===== config.mk =====
export PLATFORM = sky130hd
export DESIGN_NAME = iir_direct_form_one_filter_top
export DESIGN_NICKNAME = d
export VERILOG_FILES = /design/src/design/iirdf1_pkg.sv /design/src/design/iir_direct_form_one_filter_top.sv
export SDC_FILE = /design/constraint.sdc
export NUM_CORES = 2
export LEC_CHECK = 0
export BUFFER_PORTS_ARGS = -buffer_cell sky130_fd_sc_hd__buf_4
export CORE_MARGIN = 8
export CORE_UTILIZATION = 55
export CTS_BUF_LIST = sky130_fd_sc_hd__clkbuf_4 sky130_fd_sc_hd__clkbuf_8 sky130_fd_sc_hd__clkbuf_16
export CTS_CLUSTER_DIAMETER = 100
export DETAILED_ROUTE_END_ITERATION = 16
export GPL_TIMING_DRIVEN = 0
export PLACE_DENSITY = 0.74
export SKIP_LAST_GASP = 1
export SYNTH_ARGS = -nofsm -noshare
export SYNTH_HDL_FRONTEND = slang
export SYNTH_SLANG_ARGS = --single-unit

===== constraint.sdc =====
create_clock -name clk -period 22.6 [get_ports clk]
set_input_delay 4.52 -clock clk [delete_from_list [all_inputs] [get_ports clk]]
set_output_delay 4.52 -clock clk [all_outputs]
set_load 0.03 [all_outputs]

===== src/design/iirdf1_pkg.sv =====
`default_nettype none

package iirdf1_pkg;

  // default sizes
  localparam int FORWARD_TAPS_DEF  = 8;
  localparam int FEEDBACK_TAPS_DEF = 7;
  localparam int SAMPLE_BITS_DEF   = 24;
  localparam int COEF_BITS_DEF     = 48;

  // width of one multiplier digit
  localparam int DIG_BITS = 16;

  // configuration register indexes
  localparam int CFG_INDEX_BITS = 1;
  localparam logic [CFG_INDEX_BITS-1:0] REG_NORMALIZE_ON    = 1'b0;
  localparam logic [CFG_INDEX_BITS-1:0] REG_LEAD_RECIPROCAL = 1'b1;

  typedef enum logic [1:0] {
    OP_SAMPLE   = 2'd0,
    OP_FWD_COEF = 2'd1,
    OP_FBK_COEF = 2'd2,
    OP_CLEAR    = 2'd3
  } opcode_t;

  typedef enum logic [6:0] {
    ST_IDLE = 7'b0000001,
    ST_FWD  = 7'b0000010,
    ST_FBK  = 7'b0000100,
    ST_RND  = 7'b0001000,
    ST_NORM = 7'b0010000,
    ST_NRND = 7'b0100000,
    ST_SAT  = 7'b1000000
  } state_t;

endpackage

`default_nettype wire


===== src/design/iir_direct_form_one_filter_top.sv =====
// direct form i iir filter, fixed point (samples q3.20, coefficients q6.41)
// input channel item_valid/item_ready carries opcode, coef_index, coef_value
// and sample; a transfer with a sample opcode starts one filter step, the other
// opcodes write a feed-forward or feedback coefficient or clear both histories
// and finish in the cycle of their transfer, giving no result
// result channel result_valid/result_ready carries filtered and saturated
// a sample runs through the forward taps, the feedback taps and rounding, then,
// when normalize_on is set, the normalizing product and its rounding, and last
// saturation; item_ready rises with result_valid, so a sample is taken only
// after the one before it is through, the pace being set by the single shared
// coefficient-by-16-bit-digit multiply-accumulate that walks every tap digit
// by digit and then the normalizing product
// the result sits in an output register: a new item is taken while it waits,
// and only when the next result is due does the block hold until the
// receiver has taken the previous one
// configuration: cfg_we with cfg_index and cfg_data writes a register at once
// reset (synchronous, active high) clears histories, coefficients, the result
// slot and sets normalize_on to 0 and lead_reciprocal to one
`default_nettype none

module iir_direct_form_one_filter_top #(
  parameter int FORWARD_TAPS  = iirdf1_pkg::FORWARD_TAPS_DEF,
  parameter int FEEDBACK_TAPS = iirdf1_pkg::FEEDBACK_TAPS_DEF,
  parameter int SAMPLE_BITS   = iirdf1_pkg::SAMPLE_BITS_DEF,
  parameter int COEF_BITS     = iirdf1_pkg::COEF_BITS_DEF
) (
  input  wire                                      clk,
  input  wire                                      rst,
  // configuration
  input  wire                                      cfg_we,
  input  wire  [iirdf1_pkg::CFG_INDEX_BITS-1:0]    cfg_index,
  input  wire  [COEF_BITS-2:0]                     cfg_data,
  // input items
  input  wire                                      item_valid,
  output logic                                     item_ready,
  input  wire  [1:0]                               opcode,
  input  wire  [2:0]                               coef_index,
  input  wire  signed [COEF_BITS-1:0]              coef_value,
  input  wire  signed [SAMPLE_BITS-1:0]            sample,
  // results
  output logic                                     result_valid,
  input  wire                                      result_ready,
  output logic signed [SAMPLE_BITS-1:0]            filtered,
  output logic                                     saturated
);

  localparam int HB       = SAMPLE_BITS + 16;          // output history width
  localparam int CF       = COEF_BITS - 7;             // coefficient fraction bits
  localparam int SUM_BITS = COEF_BITS + HB + 6;        // exact tap sum
  localparam int RND_BITS = SUM_BITS - CF;             // sum after rounding
  localparam int ACC_BITS = RND_BITS + COEF_BITS;      // also holds normalizing product
  localparam int WV_BITS  = ACC_BITS - CF;
  localparam int DB       = iirdf1_pkg::DIG_BITS;
  localparam int NDIG     = (RND_BITS + DB - 1) / DB;
  localparam int PAD_BITS = NDIG * DB;
  localparam int DIG_W    = (NDIG > 1) ? $clog2(NDIG) : 1;
  localparam int MAXT     = (FORWARD_TAPS > FEEDBACK_TAPS) ? FORWARD_TAPS : FEEDBACK_TAPS;
  localparam int TAP_W    = (MAXT > 1) ? $clog2(MAXT) : 1;
  localparam int FT_IW    = (FORWARD_TAPS > 1) ? $clog2(FORWARD_TAPS) : 1;
  localparam int FB_IW    = (FEEDBACK_TAPS > 1) ? $clog2(FEEDBACK_TAPS) : 1;

  localparam logic [DIG_W-1:0] FWD_DLAST = DIG_W'((SAMPLE_BITS + DB - 1) / DB - 1);
  localparam logic [DIG_W-1:0] FBK_DLAST = DIG_W'((HB + DB - 1) / DB - 1);
  localparam logic [DIG_W-1:0] NRM_DLAST = DIG_W'(NDIG - 1);
  localparam logic [TAP_W-1:0] FT_LAST   = TAP_W'(FORWARD_TAPS - 1);
  localparam logic [TAP_W-1:0] FB_LAST   = TAP_W'(FEEDBACK_TAPS - 1);

  localparam logic [ACC_BITS-1:0]    HALF     = ACC_BITS'(1) << (CF - 1);
  localparam logic [COEF_BITS-2:0]   LEAD_ONE = (COEF_BITS - 1)'(1) << CF;
  localparam logic [SAMPLE_BITS-1:0] OUT_MAX  = {1'b0, {(SAMPLE_BITS - 1){1'b1}}};
  localparam logic [SAMPLE_BITS-1:0] OUT_MIN  = {1'b1, {(SAMPLE_BITS - 1){1'b0}}};

  // filter state
  logic signed [SAMPLE_BITS-1:0] x_hist [FORWARD_TAPS];
  logic signed [HB-1:0]          y_hist [FEEDBACK_TAPS];
  logic signed [COEF_BITS-1:0]   b_coef [FORWARD_TAPS];
  logic signed [COEF_BITS-1:0]   a_coef [FEEDBACK_TAPS];

  // configuration registers
  logic                 normalize_on;
  logic [COEF_BITS-2:0] lead_reciprocal;

  // sequencer
  iirdf1_pkg::state_t state;
  logic [TAP_W-1:0]   tap;
  logic [DIG_W-1:0]   dig;

  // datapath
  logic signed [ACC_BITS-1:0] acc;
  logic signed [ACC_BITS-1:0] acc_next;
  logic signed [WV_BITS-1:0]  wval;

  logic signed [COEF_BITS-1:0]    op_a;
  logic signed [PAD_BITS-1:0]     op_b;
  logic                           dig_is_top;
  logic                           acc_sub;
  logic [DB-1:0]                  chunk;
  logic signed [DB:0]             dig_s;
  logic signed [COEF_BITS+DB:0]   prod;
  logic signed [ACC_BITS-1:0]     term;
  logic [ACC_BITS-1:0]            rnd_full;

  logic [WV_BITS-HB:0]            y_upper;
  logic                           y_clip;
  logic signed [HB-1:0]           y_val;
  logic [HB-SAMPLE_BITS:0]        o_upper;
  logic                           o_clip;
  logic signed [SAMPLE_BITS-1:0]  o_val;

  iirdf1_pkg::opcode_t op;
  logic                item_xfer;
  logic                result_load;
  logic [FT_IW-1:0]    fwd_widx;
  logic [FB_IW-1:0]    fbk_widx;

  assign op        = iirdf1_pkg::opcode_t'(opcode);
  assign item_ready = (state == iirdf1_pkg::ST_IDLE);
  assign item_xfer = item_valid && item_ready;
  assign fwd_widx  = FT_IW'(coef_index);
  assign fbk_widx  = FB_IW'(coef_index - 3'd1);

  // operand selection for the shared multiplier
  always_comb begin
    op_a       = b_coef[tap[FT_IW-1:0]];
    op_b       = PAD_BITS'(x_hist[tap[FT_IW-1:0]]);
    dig_is_top = (dig == FWD_DLAST);
    acc_sub    = 1'b0;
    unique case (state)
      iirdf1_pkg::ST_FBK: begin
        op_a       = a_coef[tap[FB_IW-1:0]];
        op_b       = PAD_BITS'(y_hist[tap[FB_IW-1:0]]);
        dig_is_top = (dig == FBK_DLAST);
        acc_sub    = 1'b1;
      end
      iirdf1_pkg::ST_NORM: begin
        op_a       = signed'({1'b0, lead_reciprocal});
        op_b       = PAD_BITS'(signed'(wval[RND_BITS-1:0]));
        dig_is_top = (dig == NRM_DLAST);
      end
      default: ;
    endcase
  end

  // one coefficient by one digit, shifted into place and accumulated;
  // the top digit of each operand is signed, the others unsigned
  always_comb begin
    chunk    = op_b[32'(dig) * DB +: DB];
    dig_s    = signed'({dig_is_top & chunk[DB-1], chunk});
    prod     = (COEF_BITS + DB + 1)'(op_a) * (COEF_BITS + DB + 1)'(dig_s);
    term     = ACC_BITS'(prod) << (32'(dig) * DB);
    acc_next = acc_sub ? (acc - term) : (acc + term);
    rnd_full = acc + HALF;
  end

  // saturate to the history width, then to the sample width
  always_comb begin
    y_upper = wval[WV_BITS-1:HB-1];
    y_clip  = !((&y_upper) || !(|y_upper));
    y_val   = y_clip ? (wval[WV_BITS-1] ? {1'b1, {(HB - 1){1'b0}}} : {1'b0, {(HB - 1){1'b1}}})
                     : wval[HB-1:0];
    o_upper = y_val[HB-1:SAMPLE_BITS-1];
    o_clip  = !((&o_upper) || !(|o_upper));
    o_val   = o_clip ? (y_val[HB-1] ? OUT_MIN : OUT_MAX) : y_val[SAMPLE_BITS-1:0];
  end

  assign result_load = (state == iirdf1_pkg::ST_SAT) && (!result_valid || result_ready);

  // sequencer and state
  always_ff @(posedge clk) begin
    if (rst) begin
      state           <= iirdf1_pkg::ST_IDLE;
      tap             <= '0;
      dig             <= '0;
      result_valid    <= 1'b0;
      normalize_on    <= 1'b0;
      lead_reciprocal <= LEAD_ONE;
      for (int i = 0; i < FORWARD_TAPS; i++) begin
        x_hist[i] <= '0;
        b_coef[i] <= '0;
      end
      for (int i = 0; i < FEEDBACK_TAPS; i++) begin
        y_hist[i] <= '0;
        a_coef[i] <= '0;
      end
    end else begin
      if (cfg_we) begin
        unique case (cfg_index)
          iirdf1_pkg::REG_NORMALIZE_ON:    normalize_on    <= cfg_data[0];
          iirdf1_pkg::REG_LEAD_RECIPROCAL: lead_reciprocal <= cfg_data;
          default: ;
        endcase
      end

      if (result_valid && result_ready && !result_load) begin
        result_valid <= 1'b0;
      end

      unique case (state)
        iirdf1_pkg::ST_IDLE: begin
          if (item_xfer) begin
            unique case (op)
              iirdf1_pkg::OP_SAMPLE: begin
                for (int i = FORWARD_TAPS - 1; i > 0; i--) begin
                  x_hist[i] <= x_hist[i-1];
                end
                x_hist[0] <= sample;
                acc       <= '0;
                tap       <= '0;
                dig       <= '0;
                state     <= iirdf1_pkg::ST_FWD;
              end
              iirdf1_pkg::OP_FWD_COEF: begin
                if (32'(coef_index) < FORWARD_TAPS) begin
                  b_coef[fwd_widx] <= coef_value;
                end
              end
              iirdf1_pkg::OP_FBK_COEF: begin
                if (coef_index != 3'd0 && 32'(coef_index) <= FEEDBACK_TAPS) begin
                  a_coef[fbk_widx] <= coef_value;
                end
              end
              iirdf1_pkg::OP_CLEAR: begin
                for (int i = 0; i < FORWARD_TAPS; i++) begin
                  x_hist[i] <= '0;
                end
                for (int i = 0; i < FEEDBACK_TAPS; i++) begin
                  y_hist[i] <= '0;
                end
              end
              default: ;
            endcase
          end
        end
        iirdf1_pkg::ST_FWD: begin
          acc <= acc_next;
          if (dig_is_top) begin
            dig <= '0;
            if (tap == FT_LAST) begin
              tap   <= '0;
              state <= iirdf1_pkg::ST_FBK;
            end else begin
              tap <= tap + 1'b1;
            end
          end else begin
            dig <= dig + 1'b1;
          end
        end
        iirdf1_pkg::ST_FBK: begin
          acc <= acc_next;
          if (dig_is_top) begin
            dig <= '0;
            if (tap == FB_LAST) begin
              tap   <= '0;
              state <= iirdf1_pkg::ST_RND;
            end else begin
              tap <= tap + 1'b1;
            end
          end else begin
            dig <= dig + 1'b1;
          end
        end
        iirdf1_pkg::ST_RND: begin
          // round half up to the sample fraction
          wval <= rnd_full[ACC_BITS-1:CF];
          if (normalize_on) begin
            acc   <= '0;
            dig   <= '0;
            state <= iirdf1_pkg::ST_NORM;
          end else begin
            state <= iirdf1_pkg::ST_SAT;
          end
        end
        iirdf1_pkg::ST_NORM: begin
          // rounded sum stays below 64 bits, so its 64-bit clamp never acts
          acc <= acc_next;
          if (dig_is_top) begin
            dig   <= '0;
            state <= iirdf1_pkg::ST_NRND;
          end else begin
            dig <= dig + 1'b1;
          end
        end
        iirdf1_pkg::ST_NRND: begin
          wval  <= rnd_full[ACC_BITS-1:CF];
          state <= iirdf1_pkg::ST_SAT;
        end
        iirdf1_pkg::ST_SAT: begin
          // hold here until the result slot is free
          if (result_load) begin
            for (int i = FEEDBACK_TAPS - 1; i > 0; i--) begin
              y_hist[i] <= y_hist[i-1];
            end
            y_hist[0]    <= y_val;
            filtered     <= o_val;
            saturated    <= o_clip;
            result_valid <= 1'b1;
            state        <= iirdf1_pkg::ST_IDLE;
          end
        end
        default: state <= iirdf1_pkg::ST_IDLE;
      endcase
    end
  end

`ifndef SYNTHESIS
  // a sample transfer starts the forward pass from a clean accumulator
  assert property (@(posedge clk) disable iff (rst)
    item_xfer && (op == iirdf1_pkg::OP_SAMPLE)
      |=> (state == iirdf1_pkg::ST_FWD) && (acc == '0) && (tap == '0) && (dig == '0))
    else $error("sample transfer did not start the forward pass");

  // coefficient writes and clears leave the sequencer idle in the next cycle
  assert property (@(posedge clk) disable iff (rst)
    item_xfer && (op != iirdf1_pkg::OP_SAMPLE) |=> (state == iirdf1_pkg::ST_IDLE))
    else $error("non-sample item left the sequencer busy");

  // a clipped result sits at one of the range limits
  assert property (@(posedge clk) disable iff (rst)
    result_valid && saturated |-> (filtered == OUT_MAX) || (filtered == OUT_MIN))
    else $error("saturated flag without a limit value");

  // digit counter stays inside the sample operand during the forward pass
  assert property (@(posedge clk) disable iff (rst)
    (state == iirdf1_pkg::ST_FWD) |-> (dig <= FWD_DLAST))
    else $error("forward digit counter overran");

  // a result is only loaded from the final state
  assert property (@(posedge clk) disable iff (rst)
    $rose(result_valid) |-> ($past(state) == iirdf1_pkg::ST_SAT))
    else $error("result appeared outside the saturation step");
`endif

endmodule

`default_nettype wire


# [After elaboration in Yosys (flattened, before gate mapping)]
# Memories as Yosys holds them, arrays and structs flattened. A register that Yosys moved wholly into a read port is not among the register bits.
# Cells that the tools add are included.
[totals] register_bits=247 ram_bits=1192 in_bits=130 output_inout_bits=27 wordCells=221 mem_count=4
[op_classes] n_addsub=6 multipliers=1 eq_ne=24 n_shift=2 mux=109 bitwise_logic=33 n_reduce_logical=32
[mem_list] name="b_coef" depth=8 word_bits=48 rd=1 rd_clocked_by_memory_dff=1 write_ports=8 line="iir_direct_form_one_filter_top.sv:76" text="logic signed [COEF_BITS-1:0] b_coef [FORWARD_TAPS];"
[mem_list] name="a_coef" depth=7 word_bits=48 rd=1 rd_clocked_by_memory_dff=1 write_ports=7 line="iir_direct_form_one_filter_top.sv:77" text="logic signed [COEF_BITS-1:0] a_coef [FEEDBACK_TAPS];"
[mem_list] name="y_hist" depth=7 word_bits=40 rd=7 rd_clocked_by_memory_dff=1 write_ports=7 line="iir_direct_form_one_filter_top.sv:75" text="logic signed [HB-1:0] y_hist [FEEDBACK_TAPS];"
[mem_list] name="x_hist" depth=8 word_bits=24 rd=8 rd_clocked_by_memory_dff=1 write_ports=8 line="iir_direct_form_one_filter_top.sv:74" text="logic signed [SAMPLE_BITS-1:0] x_hist [FORWARD_TAPS];"
[ops] operator="40-bit 2-to-1 mux" n=16
[ops] operator="24-bit 2-to-1 mux" n=18
[ops] operator="101-bit 2-to-1 mux" n=4
[ops] operator="101-bit case mux with 3 select lines" n=1
[ops] operator="64-bit case mux with 2 select lines" n=1
[ops] operator="101-bit adder" n=1
[ops] operator="101-bit by 41-bit adder with 101-bit output (second input constant)" n=1
[ops] operator="101-bit by 6-bit << shifter with 101-bit output" n=1
[ops] operator="101-bit subtractor" n=1
[ops] operator="48-bit 2-to-1 mux" n=2
[ops] operator="48-bit case mux with 2 select lines" n=1
[ops] operator="48-bit OR reduction" n=2
[ops] operator="48-bit by 17-bit multiplier with 65-bit output" n=1
[ops] operator="64-bit by 7-bit indexed part select with 16-bit output" n=1
[ops] operator="7-bit 2-to-1 mux" n=9
[ops] operator="7-bit case mux with 7 select lines" n=1
[ops] operator="3-bit 2-to-1 mux" n=16
[ops] operator="1-bit 2-to-1 mux" n=33
[ops] operator="1-bit OR" n=30
[ops] operator="21-bit AND reduction" n=1
[ops] operator="21-bit OR reduction" n=1
[ops] operator="17-bit AND reduction" n=1
[ops] operator="17-bit OR reduction" n=1
[ops] operator="2-bit inequality test (second input constant)" n=7
[ops] operator="other kinds (32)" n=56

# [Longest topological paths before layout]
[depth] word_depth=9 ltp_mapped=62 ltp_nobuf=52

# [Worst setup path before layout]
# OpenSTA, ideal clock, no wires.
[synth_timing] kind="input to register" start="in opcode[0]" end="mem x_hist[0][0] (netlist bit), enable pin" setup_ns=0.765 t_arrival_ns=13.256 required_ns=21.835 slack_ns=8.579 cell_stages=3 n_path_buf=1 path_cell_list="clkbuf_1 > xor2_1 > o21ai_0"
[synth_lines] element="from (decl)" line="iir_direct_form_one_filter_top.sv:36" text="input wire [1:0] opcode,"
[synth_lines] element="to (decl)" line="iir_direct_form_one_filter_top.sv:74"

# [Worst setup path after layout]
[layout_timing] start="reg dig[0]" end="reg acc[99] (data pin)"
[layout_between] elab_chain_len=8 elab_cells_between_ends=12 classes_between="add/sub (2); mul (1); eq/ne (3); shift (2); mux (3); bitwise (1)"
[layout_rtl] element="from (decl)" line="iir_direct_form_one_filter_top.sv:86" text="logic [DIG_W-1:0] dig;"
[layout_rtl] element="from (signal assigned)" line="iir_direct_form_one_filter_top.sv:245" text="dig <= dig + 1'b1;"
[layout_rtl] element="from (signal assigned)" line="iir_direct_form_one_filter_top.sv:259" text="dig <= dig + 1'b1;"
[layout_rtl] element="from (signal assigned)" line="iir_direct_form_one_filter_top.sv:280" text="dig <= dig + 1'b1;"
[layout_rtl] element="branches (longest 4 deep; another with 48-bit by 17-bit multiplier with 65-bit output)"
[layout_rtl] element="101-bit by 6-bit << shifter with 101-bit output (*)" line="iir_direct_form_one_filter_top.sv:150" text="term = ACC_BITS'(prod) << (32'(dig) * DB);"
[layout_rtl] element="101-bit adder / 101-bit subtractor (equally long branches)" line="iir_direct_form_one_filter_top.sv:151" text="acc_next = acc_sub ? (acc - term) : (acc + term);"
[layout_rtl] element="101-bit 2-to-1 mux (*)" line="iir_direct_form_one_filter_top.sv:151"
[layout_rtl] element="101-bit case mux with 3 select lines (*)" line="iir_direct_form_one_filter_top.sv:198" text="unique case (state)"
[layout_rtl] element="to (signal assigned)" line="iir_direct_form_one_filter_top.sv:235" text="acc <= acc_next;"
[layout_rtl] element="to (signal assigned)" line="iir_direct_form_one_filter_top.sv:249" text="acc <= acc_next;"
[layout_rtl] element="to (signal assigned)" line="iir_direct_form_one_filter_top.sv:275" text="acc <= acc_next;"
[layout_rtl] element="to (decl)" line="iir_direct_form_one_filter_top.sv:89" text="logic signed [ACC_BITS-1:0] acc;"
# Mark *: on every way between the ends.
# A chain may end at the register's enable or synchronous reset.

==> summary.md <==
| Metric | Value |
|---|---|
| # port buffers | 153 |
| Period utilization | 98.3% |
| Routed Antenna Nets | 0 |
| Placeable core area | between 0.15 and 0.2 mm^2 |
| Critical path class | flop to flop |
| Startpoint types | flop |
| Mapped Area | ~0.10 mm^2 |
| First-pass GRT wire length | 551 mm |
| IO Pins | roughly 160 |
| Initial core utilization | about 55% |
| Number of vias per cell | 6.42 |
| Chip height | 453 um |
| Final hold vios | 0 |
| Yosys top cell by area | edfxtp_1 |
| Hpwl dp | 293 mm |
| Drt wl/cell | 29.6 um |
| Commonest non-fill, non-tap cell in the layout | edfxtp_1 |
| Setup TNS | 0 ns |
| Max Slew Vio Count | 7 |
| Initial DRC count | about 11000 |
| Status | complete, but fails checks |
| Ranking of synthesized cells by area | edfxtp_1 37%, fa_1 15%, mux4_2 6.1% |
| Ys flop type | edfxtp_1 |
| Share of cells above drive strength 1 | 9.19% |
| Yosys top cell area share | 37.2% |
| Worst EP required | 23.13 ns |
| Register bit total from synthesis | 1490 |
| Global route total overflow | 0 |
| Unrepaired setup endpoints after global routing | no |
| DIE AREA | 0.205 mm^2 |
| Synth Warn # | 0 |
| Worst-skew pair later-pin latency | 0.81 ns |
| Clock buffer depth | 3 |
| Number of synthesized flops with an enable pin | 1298 |
| Slew headroom | -2.92% |
| Clock sink total | 1490 |
| CP arrival | 22.74 ns |
| DRT Wirelength | ~380 mm |
| Buf+Inv Stages, Crit Path | 19 |
| Sequential-to-total area share from yosys stat | 40.9% |
| Final Setup Violations | 0 |
| Worst min-delay path class | flop to flop |
| R2R setup slack | 0.39 ns |
| Violated checks | max-capacitance violations, max-slew violations |
| Layout Skew | 0.0474 ns |
| Initial antenna violation count | 24 |
| Post-Syn Area per Cell | 10.6 um^2 |
| Residual DRC count | 0 |
| CP max stage delay | 0.86 ns |
| 1st-pass router iterations | 16 |
| Total Routing Usage GR | 36.4% |
| Rows | 160 |
| Largest net degree at the start of global routing | 84 |
| Ys async rst share | 0% |
| CTS tree | yes |
| Mapped Nets | 11000 |
| H-Tree Level Count | 4 |
| CP endpoint kind | flop |
| Reg clk slew, reported paths | ~0.06 ns |
| Critical-path top delay cell | clkdlybuf4s15_1 |
| Layout area overhead | 10.3% |
| Clock root buffer | clkbuf_16 |
| Mapped Cells | 9881 |
| Synth cell types | approximately 110 |
| Cell mode on critical path | clkbuf_1 |
| Fin crit period | 22.21 ns |
| CTS Buf Count | ~150 |
| Most frequent cells in the layout | 1298 x edfxtp_1, 1040 x nand2_1, 946 x nor2_1 |
| Vias post-DR | around 83000 |
| Routability cong. | between 1 and 1.5 |
| Post-CTS Repair Setup Buffers | 0 |
| Max Cap Violations | 1 |
| NumNets Final | about 11000 |
| Worst-Margin Slew | between 1.5 and 2 ns |
| Top delay family on crit path | buffers and inverters |
| CP max FO | 10 |
| Fill cell count | 15400 |
| Fmax | 45.0 MHz |
| Chip Width | 453 um |
| Post-Route Utilization | 60.9% |
| Vias in the first global route | between 80000 and 90000 |
==> synthesized netlist by cell type, types with 11 or more instances <==
cell type / n
or2_2: 17
a221oi_1: 20
o211ai_1: 31
nor2_1: 951
o21a_1: 36
and4_1: 14
a22o_1: 77
a211oi_1: 52
nor2b_1: 262
o21ai_0: 282
fa_1: 763
nor4_1: 37
mux4_2: 284
a21oi_1: 528
edfxtp_1: 1298
a22oi_1: 12
xor2_1: 108
inv_1: 936
o31ai_1: 37
mux2_2: 16
a2111oi_0: 15
a31oi_1: 48
xnor2_1: 178
nand2b_1: 73
or3_1: 28
and2_1: 792
nand4_1: 86
o21ai_1: 48
buf_1: 87
and3_1: 46
buf_2: 51
o22ai_1: 30
clkbuf_1: 447
a211o_1: 30
a31o_2: 12
mux2i_1: 144
nand2_1: 1044
o21bai_1: 31
nor3_1: 78
a21boi_0: 14
a21o_1: 83
nand3_1: 111
ha_1: 253
dfxtp_1: 192
o221ai_1: 11
==> state kept, by name, indices dropped and copies added (netlist names), 2 cells and up, named ones only <==
name and cells:
lead_reciprocal 47, y_hist 280, state 7, x_hist 192
filtered 24, b_coef 384, dig 2, a_coef 384
wval 60, acc 101, tap 3
==> tightest hold or removal path: cells and delay by family, from the launching register on <==
kind / cells / cell delay [ns]
flops: 1 / 0.31
simple gates: 1 / 0.05
compound gates: 1 / 0.05
==> through the flow <==
step	cells	worst slack [ns]	area, um^2	hold slack (ns)
2_1_floorplan	9881	8.58	105000	0.437
3_3_place_gp	12500	0.507	109000	0.443
3_5_place_dp	12600	0.437	110000	0.449
4_1_cts	12900	0.439	116000	0.457
5_1_grt	12900	0.189	116000	0.478
6_report	12900	0.388	116000	0.458
==> final cells by class <==
cell class / count / area [um^2] / area share, %
Inverter: 936 / 3520 / 3.04
Clock inverter: 73 / 833 / 0.721
Timing Repair Buffer: 212 / 2140 / 1.85
Clock buffer: 207 / 4350 / 3.76
Tap cell: 2511 / 3140 / 2.72
Sequential cell: 1490 / 42800 / 37.0
Multi-Input combinational cell: 6865 / 56500 / 48.8
Antenna cell: 22 / 55.1 / 0.0476
Buffer: 590 / 2330 / 2.02
==> worst paths after layout <==
kind | cells after the start | endpoint | startpoint
worst max-delay path | 56 | acc[99] | dig[0]
worst min-delay path | 2 | lead_reciprocal[3] | lead_reciprocal[3]
worst max register to register | 56 | acc[99] | dig[0]
worst min register to register | 2 | lead_reciprocal[3] | lead_reciprocal[3]
==> layer usage <==
layer  wire length [um]  vias to the layer above  track usage, %
li1                   -                    34600               -
met1             142000                    41300            48.0
met2             167000                     5763            55.0
met3              46200                     1219            9.68
met4              26800                       14            20.2
met5                140                        -               0
==> cells by family after synthesis <==
logic type | Yosys count | share of synthesized area [%]
flops | 1490 | 40.9
fa+ha+maj | 1016 | 17.6
simple gates | 3608 | 16.8
buf+inv | 1526 | 5.56
compound gates | 1511 | 9.16
xor+xnor | 286 | 2.39
mux | 444 | 7.65
==> repair_timing <==
item,CTS,global route
endpoints found under the setup margin,0,4
resized for setup,0,11
hold buffers,0,0
Power is not shown: default switching activity piles up to over one toggle a cycle in this logic, so the estimate is an artifact.
